[src/rtl/core/uhm_pkg.sv]
// Package for the usage hour meter: widths, counter limits, beat payload types
// and the shared minute/second step function.
// Depends on nothing; every other file of the block imports it.
package uhm_pkg;

  // Width of the hour counters and of the hour fields on the result channel.
  localparam int unsigned HOUR_BITS     = 16;
  localparam int unsigned HOUR_OUT_BITS = 16;

  // Seconds per minute and minutes per hour, and the width of those counters.
  localparam int unsigned UNITS_PER_NEXT = 60;
  localparam int unsigned CNT_BITS       = 6;

  // Mode counters, in result order.
  localparam int unsigned MODE_COUNT     = 6;
  localparam int unsigned MODE_BRUSH     = 0;
  localparam int unsigned MODE_VACUUM    = 1;
  localparam int unsigned MODE_PRESWEEP  = 2;
  localparam int unsigned MODE_ECO       = 3;
  localparam int unsigned MODE_WATER     = 4;
  localparam int unsigned MODE_DETERGENT = 5;

  typedef logic [HOUR_BITS-1:0]     hour_t;
  typedef logic [HOUR_OUT_BITS-1:0] hour_out_t;
  typedef logic [CNT_BITS-1:0]      cnt_t;

  // One step of a wrapping seconds or minutes counter.
  typedef struct packed {
    logic wrap;
    cnt_t next;
  } cnt_step_t;

  // Input beat: one second tick with the machine status.
  typedef struct packed {
    logic runtime_enable;
    logic brush_on;
    logic vacuum_on;
    logic presweep_on;
    logic eco_on;
    logic water_pump_on;
    logic detergent_pump_on;
  } uhm_in_t;

  // Result beat: hour counts after this tick, plus event flags.
  typedef struct packed {
    hour_out_t total_hours;
    hour_out_t brush_hours_out;
    hour_out_t vacuum_hours_out;
    hour_out_t presweep_hours_out;
    hour_out_t eco_hours_out;
    hour_out_t water_hours_out;
    hour_out_t detergent_hours_out;
    logic      minute_event;
    logic      counting;
  } uhm_out_t;

  // Advance a counter by one; it wraps to zero when it reaches the limit.
  function automatic cnt_step_t cnt_step(cnt_t cur);
    cnt_step_t res;
    cnt_t      inc;
    inc      = cur + cnt_t'(1);
    res.wrap = (inc >= cnt_t'(UNITS_PER_NEXT));
    res.next = res.wrap ? '0 : inc;
    return res;
  endfunction

  // The hour fields carry the low bits of the count, zero-extended if narrower.
  function automatic hour_out_t hour_field(hour_t h);
    logic [HOUR_BITS+HOUR_OUT_BITS-1:0] wide;
    wide = {{HOUR_OUT_BITS{1'b0}}, h};
    return wide[HOUR_OUT_BITS-1:0];
  endfunction

endpackage

[src/rtl/core/uhm_pair.sv]
// One minute/hour counter pair with a saturating hour count.
// Depends on uhm_pkg for widths and the step function.
module uhm_pair
  import uhm_pkg::*;
(
  input  logic  clk,
  input  logic  rst_n,
  input  logic  bump_i,
  output hour_t hours_nxt_o
);

  cnt_t      min_r;
  cnt_t      min_nxt;
  hour_t     hour_r;
  hour_t     hour_nxt;
  cnt_step_t step;

  // Add one minute; on the minute wrap add an hour unless already at maximum.
  always_comb begin
    step     = cnt_step(min_r);
    min_nxt  = min_r;
    hour_nxt = hour_r;
    if (bump_i) begin
      min_nxt = step.next;
      if (step.wrap && (hour_r != '1)) begin
        hour_nxt = hour_r + hour_t'(1);
      end
    end
    hours_nxt_o = hour_nxt;
  end

  always_ff @(posedge clk) begin
    if (!rst_n) begin
      min_r  <= '0;
      hour_r <= '0;
    end else begin
      min_r  <= min_nxt;
      hour_r <= hour_nxt;
    end
  end

endmodule

[config.mk]
export PLATFORM = sky130hd
export DESIGN_NAME = uhm_pair
export DESIGN_NICKNAME = d
export VERILOG_FILES = /design/src/rtl/core/uhm_pkg.sv /design/src/rtl/core/uhm_pair.sv
export SDC_FILE = /design/constraint.sdc
export NUM_CORES = 1
export LEC_CHECK = 0
export BUFFER_PORTS_ARGS = -buffer_cell sky130_fd_sc_hd__buf_2
export CAP_MARGIN = 20
export CORE_UTILIZATION = 55
export CTS_CLUSTER_DIAMETER = 200
export DETAILED_ROUTE_END_ITERATION = 8
export PLACE_DENSITY = 0.74
export SYNTH_ARGS = -nofsm -noshare
export SYNTH_HDL_FRONTEND = slang
export SYNTH_SLANG_ARGS = --single-unit
[constraint.sdc]
create_clock -name clk -period 4.7 [get_ports clk]
set_input_delay 0.705 -clock clk [delete_from_list [all_inputs] [get_ports clk]]
set_output_delay 0.705 -clock clk [all_outputs]
set_load 0.005 [all_outputs]
==> results.cfg, run 1 <==
[logic_synthesis]
seq_area_frac_synth_pct = 31.7
synth_top_family_by_area = simple AND/OR/NAND/NOR gates
yosys-top-cells-area = dfxtp_1, mux2i_1, nand2_1
synthAdderAreaFrac_pct = 1.80
synth-seq-cells = 22
synth_nets = 166
yosysWarnings = 0
ys.flop_type = dfxtp_1
synthTopCellsByCount = nand2_1, dfxtp_1, mux2i_1
synth-simple-area-share_pct = 31.8
muxShareOfSynthArea_pct = 10.9
yosysTopAreaCell = dfxtp_1
synth_xor_area_share_pct = 10.7
avgSynthCellArea_um2 = 8.64
synth_cell_types = 40
async_flop_share_pct = 0
synth_compound_gate_area_share_pct = 11.1
syn_inst = 161
synth_top_area_share_pct = 31.7
synth_edf_count = 0
synth_area_mm2 = 0.00139
synth.most_common_cell = nand2_1

[setup_path]
required_ps = 3990
ff2ff_setup_slack_ps = 2760
reg2regPathDepth = 5
worst-path-buf-inv = 1
cp_data_arrival_time_ps = 2300
path_delay_family = simple AND/OR/NAND/NOR gates
critPathSlowestCell = dfxtp_1
startpoint_type = flip-flop
r2r-start = min_r[0]
cp_max_fo = 10
critical_path_class = flip-flop to primary output
path_cells = ha_1 -> nand4b_1 -> a21oi_4 -> nand4_1 -> xnor2_1 -> buf_2
r2r-end = hour_r[10]
cpPeakStageDelay_ps = 470
critPathCaptureType = primary output

[run]
max_cap_violations = 0

[die]
die-height_um = 52.3
fp.dieW_um = 52.3
die-area_mm2 = 0.00273
start_util_pct = 60.6
rows = 17
ios = 19
core_area_mm2 = 0.00230

[run_status]
outcome = completed

[global_routing]
grt_max_degree = 30
antenna_found_initial = 0
grt_usage_pct = 21.6
grt_pass1_wl_mm = 4.40
grt_pass1_vias = 1023
grt-ovfl-total = 0

[timing]
slew_headroom_pct = 69.2
skew_ps = 10.5
tns_ps = 0
setup_viol = 0
slew_viol_final = 0
period_minus_slack_ps = 3010
tightest_slew_ps = 461
finalCritPeriodShare_pct = 64.0
grt_setup_unrepaired = false
fmax_mhz = 333
hold_viol = 0

[cells_and_area]
fin_area_mm2 = 0.00153
fin_nets = 184
diodes = 0
drive_gt1_share_pct = 18.0
syn2layout_area_growth_pct = 10.1

[power]
power.switching_mw = 0.0723
leakagePower_nw = 0.709
seqPwrFrac_pct = 61.2
power_density_mw_per_mm2 = 205
comb_power_share_pct = 4.6
pwr-share-clk_pct = 34.2
p_sw_share_pct = 23.1
peakVddDrop_v = 0.000143
p_int_mw = 0.241

[routing]
routed_wl_mm = 2.59
drc = 0
detail_route.wl_per_cell_um = 12.6
drtPass1Iterations = 4
via_count = 1174
antenna_left = 0
viasPerCell = 5.70
drt-initial-drc-count = 28

[place]
placed_area_mm2 = 0.00150
gp_congestion = 0.829
dp_hpwl_mm = 1.96
io_buffer_count = 18

[clock_tree]
cts_resized = 0
clkSinkCount = 22
cts_inserted_buffers = 3
clk_pin_slew_ps = 130
tritoncts = yes
ctsHoldBuffers = 0
cts_root_buf = clkbuf_4
clk_latency_ps = 310
max-clock-path-buffers = 2
postCtsSetupBuffers = 0
cts_max_level = 1

[min_path]
hold_start = hour_r[9]
hold_end = hour_r[9]
hold_depth = 2
worstHoldPathType = flip-flop to flip-flop
-- worst register-to-register path: stages, from the launching register on --
cell and delay [ps]:
dfxtp_1 470, ha_1 330, nand4b_1 280, a21oi_4 360, nand4_1 220, mux2i_1 160
-- how the worst max path moves through the flow --
stage	startpoint	to	cells after the start
6_report	min_r[0]	hours_nxt_o[12]	6
5_1_grt	min_r[0]	hours_nxt_o[12]	6
4_1_cts	min_r[0]	hours_nxt_o[12]	6
3_5_place_dp	bump_i	hours_nxt_o[12]	7
3_3_place_gp	bump_i	hours_nxt_o[15]	7
2_1_floorplan	bump_i	hours_nxt_o[9]	6
-- stage by stage --
stage          power, mW  worst slack, ps  hold slack [ps]  util, %  cells
2_1_floorplan      0.207             2320              463        -    161
3_3_place_gp       0.210             1950              477     65.1    202
3_5_place_dp       0.210             1880              490     65.1    202
5_1_grt            0.326             1480              539     66.7    206
6_report           0.313             1690              507     66.7    206
4_1_cts            0.318             1680              508     66.7    206
-- power by group through the flow --
stage,Sequential (mW),Combinational (mW),Clock (mW)
final,0.192,0.0145,0.107
after floorplan,0.195,0.0116,0
after global placement,0.196,0.0141,0
after global routing,0.192,0.0173,0.117
after CTS,0.192,0.0146,0.112
after detailed placement,0.196,0.0145,0
-- area by class of cell --
type | instances | area [µm²]
clock buffer | 4 | 36.3
fill | 199 | 766
inverter | 2 | 7.51
multi-input combinational | 132 | 922
sequential | 22 | 440
tap | 28 | 35.0
timing repair buffer | 18 | 90.1
-- cell families after synthesis --
| group | after synthesis |
|---|---|
| buffers and inverters | 7 |
| adder cells (fa/ha/maj) | 2 |
| flip-flops | 22 |
| AND/OR/NAND/NOR | 82 |
| multiplexers | 15 |
| AO/OA/AOI/OAI | 16 |
| XOR/XNOR | 17 |
-- layout by cell type (no fill, tap or decap), types with 2 or more instances in the layout --
cell / n
nand2_1: 27
dfxtp_1: 22
buf_2: 18
mux2i_1: 14
nand2b_1: 12
nand4_1: 10
nor2_1: 10
xnor2_1: 10
and3_1: 7
xor2_1: 7
nand3_1: 5
clkbuf_4: 3
inv_1: 2
and4_1: 2
a21o_1: 2
ha_1: 2
-- flip-flops by register name, indices dropped and copies added (netlist names) --
name	cells
hour_r	16
min_r	6
-- metal layers --
metal	track usage, %	wire, µm
met5	0	0
met4	7.89	32
met1	28.4	1310
met3	2.61	73
met2	35.7	1180
(Power assumes the default switching activity.)
==> inputs of run 2 (changes only) <==
==> constraint.sdc (replaced) <==
create_clock -name clk -period 3 [get_ports clk]
set_input_delay 0.45 -clock clk [delete_from_list [all_inputs] [get_ports clk]]
set_output_delay 0.45 -clock clk [all_outputs]
set_load 0.005 [all_outputs]
==> run 2 against run 1 <==
Die area did not move. Global-route usage increased by 0.25 points. Cell area did not move. First-iteration DRC count down 39%. Critical endpoint unchanged. Largest cell class unchanged.
==> results.cfg, run 2 (synthesis results as in run 1) <==
[run_status]
outcome = completed

[place]
dp_cells = 202
pre_cts_ws_ps = 641
dp_hpwl_mm = 1.93
gp_congestion = 0.836
io_buffer_count = 18

[cells_and_area]
seq_area_um2 = 440
final_cells = 206
final_cell_mix = nand2_1, dfxtp_1, buf_2, mux2i_1, nand2b_1
largest_register_ffs = 16
final_util_pct = 66.7
regMostFlops = hour_r
multi_input_area_um2 = 922
top_regs = hour_r: 16 flops, min_r: 6 flops
mostFrequentLayoutCell = nand2_1
nFillCells = 208
fin_nets = 184
drive_gt1_share_pct = 18.0
syn2layout_area_growth_pct = 10.1
diodes = 0

[power]
power_density_mw_per_mm2 = 319
seqPwrFrac_pct = 61.4
peakVddDrop_v = 0.000230
power.switching_mw = 0.111
comb_power_share_pct = 4.6
pwr-share-clk_pct = 33.9
leakagePower_nw = 0.709
p_int_mw = 0.377
p_sw_share_pct = 22.7

[die]
die-height_um = 52.3
rows = 17
start_util_pct = 60.6
core_area_mm2 = 0.00230
die-area_mm2 = 0.00273
ios = 19
fp.dieW_um = 52.3

[clock_tree]
max-clock-path-buffers = 2
clk_latency_ps = 300
cts_resized = 0
cts_inserted_buffers = 3
clkSinkCount = 22
cts_max_level = 1
clk_pin_slew_ps = 120
ctsHoldBuffers = 0
cts_root_buf = clkbuf_4
postCtsSetupBuffers = 0
tritoncts = yes

[routing]
met3_wirelength_um = 77
wl_met1_mm = 1.31
via_count = 1178
drc = 0
viasPerCell = 5.72
wl_met2_mm = 1.20
routed.top_layer = met4
routed_wl_mm = 2.61
antenna_left = 0
drtPass1Iterations = 5
detail_route.wl_per_cell_um = 12.7
drt-initial-drc-count = 17

[timing]
hold_viol = 0
finalCritPeriodShare_pct = 90.6
skew_ps = 1.41
fmax_mhz = 368
setup_slack_ps = 282
slew_viol_final = 0
tns_ps = 0
period_minus_slack_ps = 2720
grt_setup_unrepaired = false
tightest_slew_ps = 471
setup_viol = 0
slew_headroom_pct = 68.6
whs_ps = 472

[global_routing]
grt_max_degree = 30
grt_pass1_wl_mm = 4.58
grt_pass1_vias = 1073
grt_usage_pct = 21.8
grt-ovfl-total = 0
antenna_found_initial = 0

[setup_path]
startpoint_type = flip-flop
cp_max_fo = 10
required_ps = 2550
r2r-start = min_r[0]
reg2regPathDepth = 5
critical_path_class = flip-flop to primary output
cp_data_arrival_time_ps = 2270
r2r-end = hour_r[4]
ff2ff_setup_slack_ps = 1100
critPathCaptureType = primary output

[run]
max_cap_violations = 0

[min_path]
worstHoldPathType = input pin to flip-flop
hold_start = bump_i
hold_end = min_r[1]
hold_depth = 3
## run 2: cell counts in the layout (fill, tap and decap cells not counted)
No cell type changed its count.
## run 2: worst max-delay path by stage
stage,start,endpoint,slack (ps)
4_1_cts,min_r[0],hours_nxt_o[12],260
6_report,min_r[0],hours_nxt_o[12],280
2_1_floorplan,min_r[0],hours_nxt_o[9],930
3_5_place_dp,min_r[0],hours_nxt_o[12],640
3_3_place_gp,bump_i,hours_nxt_o[15],690
5_1_grt,min_r[0],hours_nxt_o[10],90
## run 2: area by class of cell
class	count	share of cell area [%]
multi-input cells	132	60.2
flip-flops and latches	22	28.8
inverters	2	0.490
repair buffers	18	5.88
clock buffers	4	2.37
well taps	28	2.29
## run 2: per-stage QoR
step	instance area, µm²	power [mW]
2_1_floorplan	1390	0.324
3_5_place_dp	1500	0.329
3_3_place_gp	1500	0.328
4_1_cts	1530	0.494
6_report	1530	0.488
5_1_grt	1530	0.507
## run 2: metal layers
layer,up-vias,track usage [%]
li1,605,-
met3,4,2.61
met2,22,36.9
met5,-,0
met1,547,29.2
met4,0,5.26
## run 2: power by group through the flow
stage / sequential (mW) / combinational, mW / clock [mW]
2_1_floorplan: 0.306 / 0.0182 / 0
3_3_place_gp: 0.306 / 0.0224 / 0
3_5_place_dp: 0.307 / 0.0229 / 0
4_1_cts: 0.300 / 0.0230 / 0.170
5_1_grt: 0.301 / 0.0261 / 0.180
6_report: 0.300 / 0.0227 / 0.166
## run 2: critical path: stages (launching register included)
cell and delay (ps):
dfxtp_1 460, ha_1 320, nand4b_1 280, a21oi_4 360, nand4_1 210, xnor2_1 190, buf_2 130
