File: config.mk
export PLATFORM = sky130hd
export DESIGN_NAME = uhm_tick
export DESIGN_NICKNAME = d
export VERILOG_FILES = /design/src/rtl/core/uhm_pkg.sv /design/src/rtl/core/uhm_tick.sv
export SDC_FILE = /design/constraint.sdc
export NUM_CORES = 1
export LEC_CHECK = 0
export BUFFER_PORTS_ARGS = -buffer_cell sky130_fd_sc_hd__buf_2
export CAP_MARGIN = 25
export CORE_MARGIN = 2
export CORE_UTILIZATION = 23
export CTS_CLUSTER_DIAMETER = 120
export DETAILED_ROUTE_END_ITERATION = 6
export PLACE_DENSITY = 0.45
export SYNTH_ARGS = -nofsm -noshare
export SYNTH_HDL_FRONTEND = slang
export SYNTH_SLANG_ARGS = --single-unit
File: constraint.sdc
create_clock -name clk -period 2.25 [get_ports clk]
set_clock_uncertainty 0.2 [all_clocks]
set_input_delay 0.675 -clock clk [delete_from_list [all_inputs] [get_ports clk]]
set_output_delay 0.675 -clock clk [all_outputs]
set_load 0.05 [all_outputs]
File: src/rtl/core/uhm_pkg.sv
// Package for the usage hour meter: widths, counter limits, beat payload types
// and the shared minute/second step function.
// Depends on nothing; every other file of the block imports it.
package uhm_pkg;

  // Width of the hour counters and of the hour fields on the result channel.
  localparam int unsigned HOUR_BITS     = 16;
  localparam int unsigned HOUR_OUT_BITS = 16;

  // Seconds per minute and minutes per hour, and the width of those counters.
  localparam int unsigned UNITS_PER_NEXT = 60;
  localparam int unsigned CNT_BITS       = 6;

  // Mode counters, in result order.
  localparam int unsigned MODE_COUNT     = 6;
  localparam int unsigned MODE_BRUSH     = 0;
  localparam int unsigned MODE_VACUUM    = 1;
  localparam int unsigned MODE_PRESWEEP  = 2;
  localparam int unsigned MODE_ECO       = 3;
  localparam int unsigned MODE_WATER     = 4;
  localparam int unsigned MODE_DETERGENT = 5;

  typedef logic [HOUR_BITS-1:0]     hour_t;
  typedef logic [HOUR_OUT_BITS-1:0] hour_out_t;
  typedef logic [CNT_BITS-1:0]      cnt_t;

  // One step of a wrapping seconds or minutes counter.
  typedef struct packed {
    logic wrap;
    cnt_t next;
  } cnt_step_t;

  // Input beat: one second tick with the machine status.
  typedef struct packed {
    logic runtime_enable;
    logic brush_on;
    logic vacuum_on;
    logic presweep_on;
    logic eco_on;
    logic water_pump_on;
    logic detergent_pump_on;
  } uhm_in_t;

  // Result beat: hour counts after this tick, plus event flags.
  typedef struct packed {
    hour_out_t total_hours;
    hour_out_t brush_hours_out;
    hour_out_t vacuum_hours_out;
    hour_out_t presweep_hours_out;
    hour_out_t eco_hours_out;
    hour_out_t water_hours_out;
    hour_out_t detergent_hours_out;
    logic      minute_event;
    logic      counting;
  } uhm_out_t;

  // Advance a counter by one; it wraps to zero when it reaches the limit.
  function automatic cnt_step_t cnt_step(cnt_t cur);
    cnt_step_t res;
    cnt_t      inc;
    inc      = cur + cnt_t'(1);
    res.wrap = (inc >= cnt_t'(UNITS_PER_NEXT));
    res.next = res.wrap ? '0 : inc;
    return res;
  endfunction

  // The hour fields carry the low bits of the count, zero-extended if narrower.
  function automatic hour_out_t hour_field(hour_t h);
    logic [HOUR_BITS+HOUR_OUT_BITS-1:0] wide;
    wide = {{HOUR_OUT_BITS{1'b0}}, h};
    return wide[HOUR_OUT_BITS-1:0];
  endfunction

endpackage

File: src/rtl/core/uhm_tick.sv
// Seconds counter of the usage hour meter: flags the tick that completes a minute.
// Depends on uhm_pkg for the counter width and step function.
module uhm_tick
  import uhm_pkg::*;
(
  input  logic clk,
  input  logic rst_n,
  input  logic run_i,
  output logic minute_o
);

  cnt_t      sec_r;
  cnt_t      sec_nxt;
  cnt_step_t step;

  // Count counted ticks; the wrap is the minute pulse.
  always_comb begin
    step     = cnt_step(sec_r);
    sec_nxt  = run_i ? step.next : sec_r;
    minute_o = run_i && step.wrap;
  end

  always_ff @(posedge clk) begin
    if (!rst_n) begin
      sec_r <= '0;
    end else begin
      sec_r <= sec_nxt;
    end
  end

endmodule

==> reports/summary.md, run 1 <==
The tools report the sequential-to-total area share from yosys stat as 0.3048. Power comes to 247.4 µW. Before antenna repair, the detailed router went through 4 iterations.

For the total number of vias, the log shows 428. The multi-input gate area in the final layout was 287.8 µm²; the detailed-route DRC error count was 0. The repair_antennas step left the layout with diodes totalling 0. The tools report the maximum number of buffers from clock root to sink as 2. The logs give 1 for the total of endpoints with negative setup slack in the final report and 0 for the count of nets left with antenna violations after detail routing. The standby leakage power came out at 0.2274 nW. The critical path required time was 1370 ps; the initial antenna violation count was 0. The register with the most flip-flops in the layout has 6 of them.

The run gives 0.1168 as the global routing usage summed across all routing layers. The share of the cycle needed by the critical path after routing is 1.024. The logs give 0.7591 for the routability congestion estimate and 707.5 µm for the total half-perimeter wirelength after legalization and detailed placement.

The worst hold path cell count was 2; the delay of the slowest cell on the worst path was 330 ps. The total count of max-transition violations in the final report came out at 0. After detailed routing, the total wire length is 991 µm.

After synthesis, the most frequently instantiated cells are 11 x sky130_fd_sc_hd__nand2_1, 6 x sky130_fd_sc_hd__dfxtp_1, 4 x sky130_fd_sc_hd__nand3_1, 3 x sky130_fd_sc_hd__nor2_1, 3 x sky130_fd_sc_hd__o21ai_0. The post-synthesis cell type with the largest combined area is sky130_fd_sc_hd__dfxtp_1. The number of CTS-inserted buffers is 3. Max-cap violations in this run came to 0. Once layout is done, the placed cells without fillers occupy 568.0 µm². sec_r holds more flip-flops than any other register. The run gives 394.1 µm² as the cell area after synthesis. The critical path class is reg -> out. The run gives 0.2528 as the initial core utilization.

Yosys instantiated no cell more often than sky130_fd_sc_hd__nand2_1. In the synthesized netlist the dominant register cell turns out to be sky130_fd_sc_hd__dfxtp_1. The proportion of power drawn by combinational gates was 0.137.

The run gives -3.907 ps as the worst slack at placement. For the worst setup path, the data arrival time is 1430 ps. The number of buffers inserted by port buffering came out at 3. The region available for standard cell placement spans 0.001559 mm².

The number of nets handed over by synthesis was 57. The worst register-to-register path ends at sec_r[1]. During I/O placement, the number of pins put on the boundary was 4.

Walking the worst path, the cells encountered are ha_4 > and2b_1 > a21oi_2 > o21ai_2 > nor2b_4 > buf_6. The buffer and inverter count on the worst path was 1. The CTS H-tree depth was 1; the wire length of the first global-routing pass was 1662 µm. After the last flow step, the layout net total stands at 75. Terminating pin of the worst hold path: sec_r[3]. Setup repair after global routing could not meet its margin everywhere.

The minimum clock period after layout came out at 2304 ps. After global routing the overflow that remains totals 0. The fmax was 433.9 MHz; the floorplan die area was 0.002061 mm². In this run the critical register-to-register path is launched from sec_r[0]. At the pin with the least slew margin, the transition time is 297.5 ps. The kind of cell with the highest combined delay on the critical path was simple AND/OR/NAND/NOR gates.

The run gives 405 as the number of global-route vias before repair. The average vias per placed instance came out at 5.035. The tools report the internal power as 188.5 µW. The share of total power in sequential cells is 0.460, and the routed length per placed instance is 11.66 µm.

The path depth of the worst reg2reg path is 7. CTS placed an instance of sky130_fd_sc_hd__clkbuf_4 at the clock tree root. The async set-reset flop share out of synthesis works out to 0. The largest registers in the layout are sec_r: 6 flops. In the final timing run, aggregate negative setup slack is -54.45 ps.

The DRC marker count from the first detailed-route iteration was 10; the register-to-register setup slack was 480 ps. The ratio of cells with drive above 1 in the final layout is 0.3623. The power share of the clock group is 0.403, and the area used by sequential logic in the layout is 122.6 µm². TritonCTS built the clock tree. The synthesis-stage register bit count was 6; the worst setup slack after layout was -54.45 ps. The largest individual stage delay along the critical path comes from the cell sky130_fd_sc_hd__dfxtp_2.

Power spread over the standard cell area amounts to 435.5 mW/mm². The run gives 53 as the synthesized instance count. For the total count of hold-check failures in the final report, the log shows 0. The min-delay analysis places its worst path in the category reg -> reg. The relative slew slack is 0.8008. The startpoint kind of the worst setup timing path was a flop. The clock network latency to the later pin of the worst-skew pair came out at 250 ps. Counting every sink on the clock net gives 6.

After synthesis, the cell types taking the most area are sky130_fd_sc_hd__dfxtp_1 30%, sky130_fd_sc_hd__nand2_1 10%, sky130_fd_sc_hd__nand3_1 5.1%, sky130_fd_sc_hd__o21ai_0 3.8%, sky130_fd_sc_hd__nor3b_1 3.8%. Counting the fill cells in the layout gives 157. Entering global routing, the biggest net connects 11 pins. Number of different library cells in the post-synthesis netlist: 27. The run finished, with violations left. The switching share of power is 0.2380. The yosys synthesis warning count came out at 0. The checks that failed: negative setup slack. The signed area change from the synthesized netlist to the final layout was 44.13%; the width of the chip was 45.40 µm. The clock slew at the register clock pins of the worst setup and hold paths is 50 ps, and the placed cell area is 503.0 µm². The worst min-delay path startpoint was sec_r[5]. The average instance area after synthesis is 7.436 µm². The sort of element at the end of the critical path is a primary output. The worst vdd rail ir drop is 0.0002437 V, and the total number of placement rows is 14.

For this design the total switching power over the nets is 58.88 µW. The share of the synthesized area in the top cell type came out at 0.3048. Die height: 45.40 µm.

Of all nets on the critical path, the largest fanout is 3. Yosys mapped a number of flops with a built-in enable equal to 0.
[repair_timing]
item                                    CTS  global route
setup buffers                             1             1
endpoints found under the setup margin    1             1
pin swaps                                 3             3
gates resized for setup                   7             2
hold buffers                              0             0
[layout by cell type, fill, tap and decap left out]
cell type and n:
sky130_fd_sc_hd__o21ai_2 1, sky130_fd_sc_hd__buf_6 1, sky130_fd_sc_hd__xnor2_1 1, sky130_fd_sc_hd__dfxtp_1 4, sky130_fd_sc_hd__nand2b_1 1, sky130_fd_sc_hd__inv_1 1
sky130_fd_sc_hd__a41oi_1 1, sky130_fd_sc_hd__nand4_1 1, sky130_fd_sc_hd__a21oi_1 2, sky130_fd_sc_hd__o211ai_1 1, sky130_fd_sc_hd__buf_2 2, sky130_fd_sc_hd__and3_1 1
sky130_fd_sc_hd__o211a_1 1, sky130_fd_sc_hd__nor2b_1 1, sky130_fd_sc_hd__nor2b_4 1, sky130_fd_sc_hd__o21ai_0 2, sky130_fd_sc_hd__dfxtp_2 2, sky130_fd_sc_hd__a21oi_2 1
sky130_fd_sc_hd__buf_4 12, sky130_fd_sc_hd__ha_4 1, sky130_fd_sc_hd__o32a_1 1, sky130_fd_sc_hd__and2b_1 1, sky130_fd_sc_hd__nand3_1 4, sky130_fd_sc_hd__nor2_1 2
sky130_fd_sc_hd__or2_1 1, sky130_fd_sc_hd__nor2_2 1, sky130_fd_sc_hd__nor3b_1 2, sky130_fd_sc_hd__mux2i_1 1, sky130_fd_sc_hd__nand2_1 11, sky130_fd_sc_hd__nor4bb_1 1
sky130_fd_sc_hd__clkbuf_4 3, sky130_fd_sc_hd__o22ai_1 2, sky130_fd_sc_hd__o21ai_1 1
[cell families after synthesis]
family          after synthesis  share of synthesized area
compound gates               13                     0.2222
fa+ha+maj                     1                    0.03174
simple gates                 28                     0.3619
xor+xnor                      1                    0.02223
mux                           1                    0.02540
buf+inv                       3                    0.03172
flops                         6                     0.3048
[through the flow]
stage                     std cells  hold slack, ps    util
final                            85           383.2  0.3644
after detailed placement         80           366.4  0.3226
after floorplan                  53           271.7       -
after global routing             85           434.0  0.3644
after CTS                        84           384.7  0.3555
after global placement           80           373.8  0.3226
[routing by layer]
layer | GRT usage | wire (µm) | share of wire
met4 | 0.01765 | 0 | 0
met3 | 0.07143 | 59 | 0.060
met2 | 0.1718 | 453 | 0.46
met1 | 0.1481 | 478 | 0.48
met5 | 0 | 0 | 0
[power groups by stage]
stage	Combinational, mW	Sequential, mW	Clock (mW)
6_report	0.0340	0.114	0.0996
4_1_cts	0.0321	0.114	0.103
2_1_floorplan	0.0146	0.114	0
5_1_grt	0.0379	0.114	0.111
3_3_place_gp	0.0299	0.114	0
3_5_place_dp	0.0302	0.114	0
[tightest hold or removal path: stages, from the launching register on]
cell and delay [ps]:
sky130_fd_sc_hd__dfxtp_1 340, sky130_fd_sc_hd__nand2_1 70, sky130_fd_sc_hd__o211a_1 140
[cell type report]
class                           count  share of cell area
Clock buffer                        3             0.03965
Timing Repair Buffer               15              0.1960
Tap cell                           16             0.03524
Inverter                            1            0.006608
Multi-Input combinational cell     44              0.5066
Sequential cell                     6              0.2159
[how the worst max path moves through the flow]
stage / depth (start not counted) / to / from
final: 6 / minute_o / sec_r[0]
after global routing: 6 / minute_o / sec_r[0]
after CTS: 6 / minute_o / sec_r[1]
after detailed placement: 6 / minute_o / sec_r[0]
after global placement: 6 / minute_o / sec_r[0]
after floorplan: 5 / minute_o / sec_r[0]
No activity file was read; power rests on OpenSTA's default activity.
==> run 2, diff against run 1 <==
- CORE_MARGIN: 2 -> 5
- clock period: 2.25 -> 2.7 ns (I/O delays scaled with it)
==> run 2 against run 1 <==
  * The flow now finishes without violations
  * Sequential share of layout area grew 4.5 points
  * Count of clock-buffer cells in the layout is the same
  * Die area grew 28%
  * Sequential power shrank 17%
  * First-iteration DRC count shrank 60%
  * Critical path depth is the same
  * Via count shrank 11%
  * Total power shrank 19%
  * Clock power shrank 14%
  * Register-to-register slack gained 650 ps
  * Global-route usage shrank 3.6 points
  * Largest cell class unchanged
  * Highest routed layer unchanged
==> reports/summary.md, run 2 (synthesis gave the netlist of run 1 again) <==
The run finished with clean final reports. The cell chosen for the clock root was sky130_fd_sc_hd__clkbuf_4. Summing over every cut layer, the via total after detailed routing is 381. Static timing analysis puts the maximum clock frequency at 386.7 MHz.

The number of placed instances, taps included, is 73. The ratio of cells with drive above 1 in the final layout was 0.2203. Dividing the detail-routed via count by the number of cells gives 5.013. The uppermost signal routing layer after detailed routing is met3.

For the total count of hold-check failures in the final report, the log shows 0. The routed length per placed instance is 12.28 µm. The critical path class is reg -> out. The CTS H-tree depth is 1. The die covers 0.002641 mm².

The antenna cell count is 0. The first detailed-routing pass took 4 iterations. The worst setup path is captured at a primary output. Measured along the x axis, the die boundary spans 51.40 µm. Clock slew at the register clock pins of the worst setup and hold paths: 40 ps. sec_r holds more flip-flops than any other register. The first global-routing pass estimated 1587 µm of wire. The final routed wirelength across all metal layers is 933 µm, and the total clock sinks is 6. The run gives 0.7071 as the routability congestion estimate.

TritonCTS built the clock tree. Kind of cell with the highest combined delay on the critical path: flip-flops. Walking the worst path, the cells encountered are ha_2 > and2b_1 > a21oi_2 > o21ai_0 > nor2b_2 > clkbuf_4. Setup repair after global routing left no endpoint under its margin.

The logs give 3 for the number of CTS-inserted buffers and 4 for the DRC marker count from the first detailed-route iteration. The tools report the startpoint kind of the worst setup timing path as a flop. The max capacitance violation total came out at 0.

The initial antenna violation count was 0. The count of nets left with antenna violations after detail routing came out at 0. The final layout contains 65 nets. The share of the cycle needed by the critical path after routing was 0.9577. For this block, wires on met1 add up to 473 µm. The tools report the number of setup buffers added after CTS as 0.

Entering global routing, the biggest net connects 11 pins. The number of global-route vias before repair came out at 356. In this run the most critical hold path is launched from sec_r[1]. The tightest min-delay check is of the reg -> reg type.

The tools report the relative slew slack as 0.7999. For the standby leakage power, the log shows 0.1738 nW. Compared with the post-synthesis result, the final layout area differs by 19.05%. 4 I/O pins were placed. The tools report the initial core utilization as 0.2360.

The placed cell area was 439.2 µm²; the detailed-route DRC error count was 0. For this design, the slowest cell found on the critical path is sky130_fd_sc_hd__dfxtp_2. The startpoint identified for the worst register-to-register timing path is sec_r[1]. The worst path needs 2586 ps of the cycle, external delays included. The buffer and inverter count on the worst path was 1; the critical path required time was 1690 ps.

The run gives 2 as the maximum number of buffers from clock root to sink. The launching instance or port of the critical path is sec_r[0]. The die height works out to 51.40 µm. The power density relative to cell area came out at 424.7 mW/mm². After the flow finishes, the layout carries non-filler instances totaling 76.

After routing the design area is 469.2 µm². The global routing usage summed across all routing layers was 0.08092. The largest registers in the layout are sec_r: 6 flops. Leaving out fill and tap cells, the most frequent cells in the layout are 11 x sky130_fd_sc_hd__nand2_1, 4 x sky130_fd_sc_hd__nand3_1, 4 x sky130_fd_sc_hd__clkbuf_4, 4 x sky130_fd_sc_hd__dfxtp_1. Detailed routing placed a total of 46 µm of wire on met3. Clock latency on the worst-skew pair, taken at its later pin, is 250 ps. The tools report the wire length on met2 as 413 µm. Number of buffers inserted by port buffering: 3. Data arrives at the worst endpoint at 1580 ps. The actual slew at the worst max-slew pin is 298.8 ps.

Worst vdd rail ir drop: 0.0001445 V. The total number of placement rows is 15, and the total count of max-transition violations in the final report is 0. The commonest non-fill, non-tap cell in the layout was sky130_fd_sc_hd__nand2_1. Along the worst path, the maximum fanout reaches 5. The setup total negative slack came out at 0 ps.

The total of endpoints with negative setup slack in the final report is 0, and the total half-perimeter wirelength after legalization and detailed placement is 662 µm. The core area was 0.001670 mm². The register with the most flip-flops in the layout has 6 of them.

The largest single stage delay on the critical path is 350 ps. The tools report the residual overflow from global routing as 0.
-- run 2: cell types whose count changed in the layout (fill, tap and decap cells not counted), sizes merged --
cell and change:
buf -11, clkbuf +1
-- run 2: path summary, 6_finish.rpt --
kind / to / slack [ps] / depth (start not counted)
min reg2reg: sec_r[1] / 290 / 2
min: sec_r[1] / 290 / 2
max reg2reg: sec_r[0] / 1130 / 5
max: minute_o / 110 / 6
-- run 2: tightest hold or removal path: stages, from the launching register on --
cell                      delay (ps)
sky130_fd_sc_hd__dfxtp_2         330
sky130_fd_sc_hd__nand2_1          50
sky130_fd_sc_hd__o22ai_1          60
-- run 2: layer usage --
| layer | vias to the layer above | global-route usage |
|---|---|---|
| met5 | - | 0 |
| met4 | 0 | 0.01310 |
| met3 | 0 | 0.04373 |
| met2 | 5 | 0.1208 |
| met1 | 171 | 0.1035 |
| li1 | 205 | - |
-- run 2: power by group --
group          total [mW]  switching [mW]  internal, mW  leakage (nW)
logic              0.0188          0.0104       0.00841         0.111
registers          0.0949         0.00285        0.0921        0.0494
clock network      0.0855          0.0350        0.0505        0.0138
total               0.199          0.0483         0.151         0.174
-- run 2: final cells by class --
type / instances / area (µm²)
clock buffers: 3 / 22.52
flip-flops and latches: 6 / 122.6
repair buffers: 5 / 32.53
multi-input cells: 44 / 266.5
fillers: 177 / 1201
inverters: 1 / 3.754
well taps: 17 / 21.27
-- run 2: metrics by stage --
step	power [mW]	utilization	hold WS [ps]	setup WS (ps)
4_1_cts	0.2041	0.2764	305.7	22.51
6_report	0.1992	0.2809	285.2	114.3
3_5_place_dp	0.1146	0.2629	290.6	258.8
5_1_grt	0.2146	0.2809	319.7	32.73
2_1_floorplan	0.1075	-	271.7	236.3
3_3_place_gp	0.1146	0.2629	285.7	264.9
-- run 2: timing repair --
| action | 4_1_cts | 5_1_grt |
|---|---|---|
| setup endpoints to repair | 0 | 1 |
| hold buffers | 0 | 0 |
| gates resized for setup | 0 | 4 |
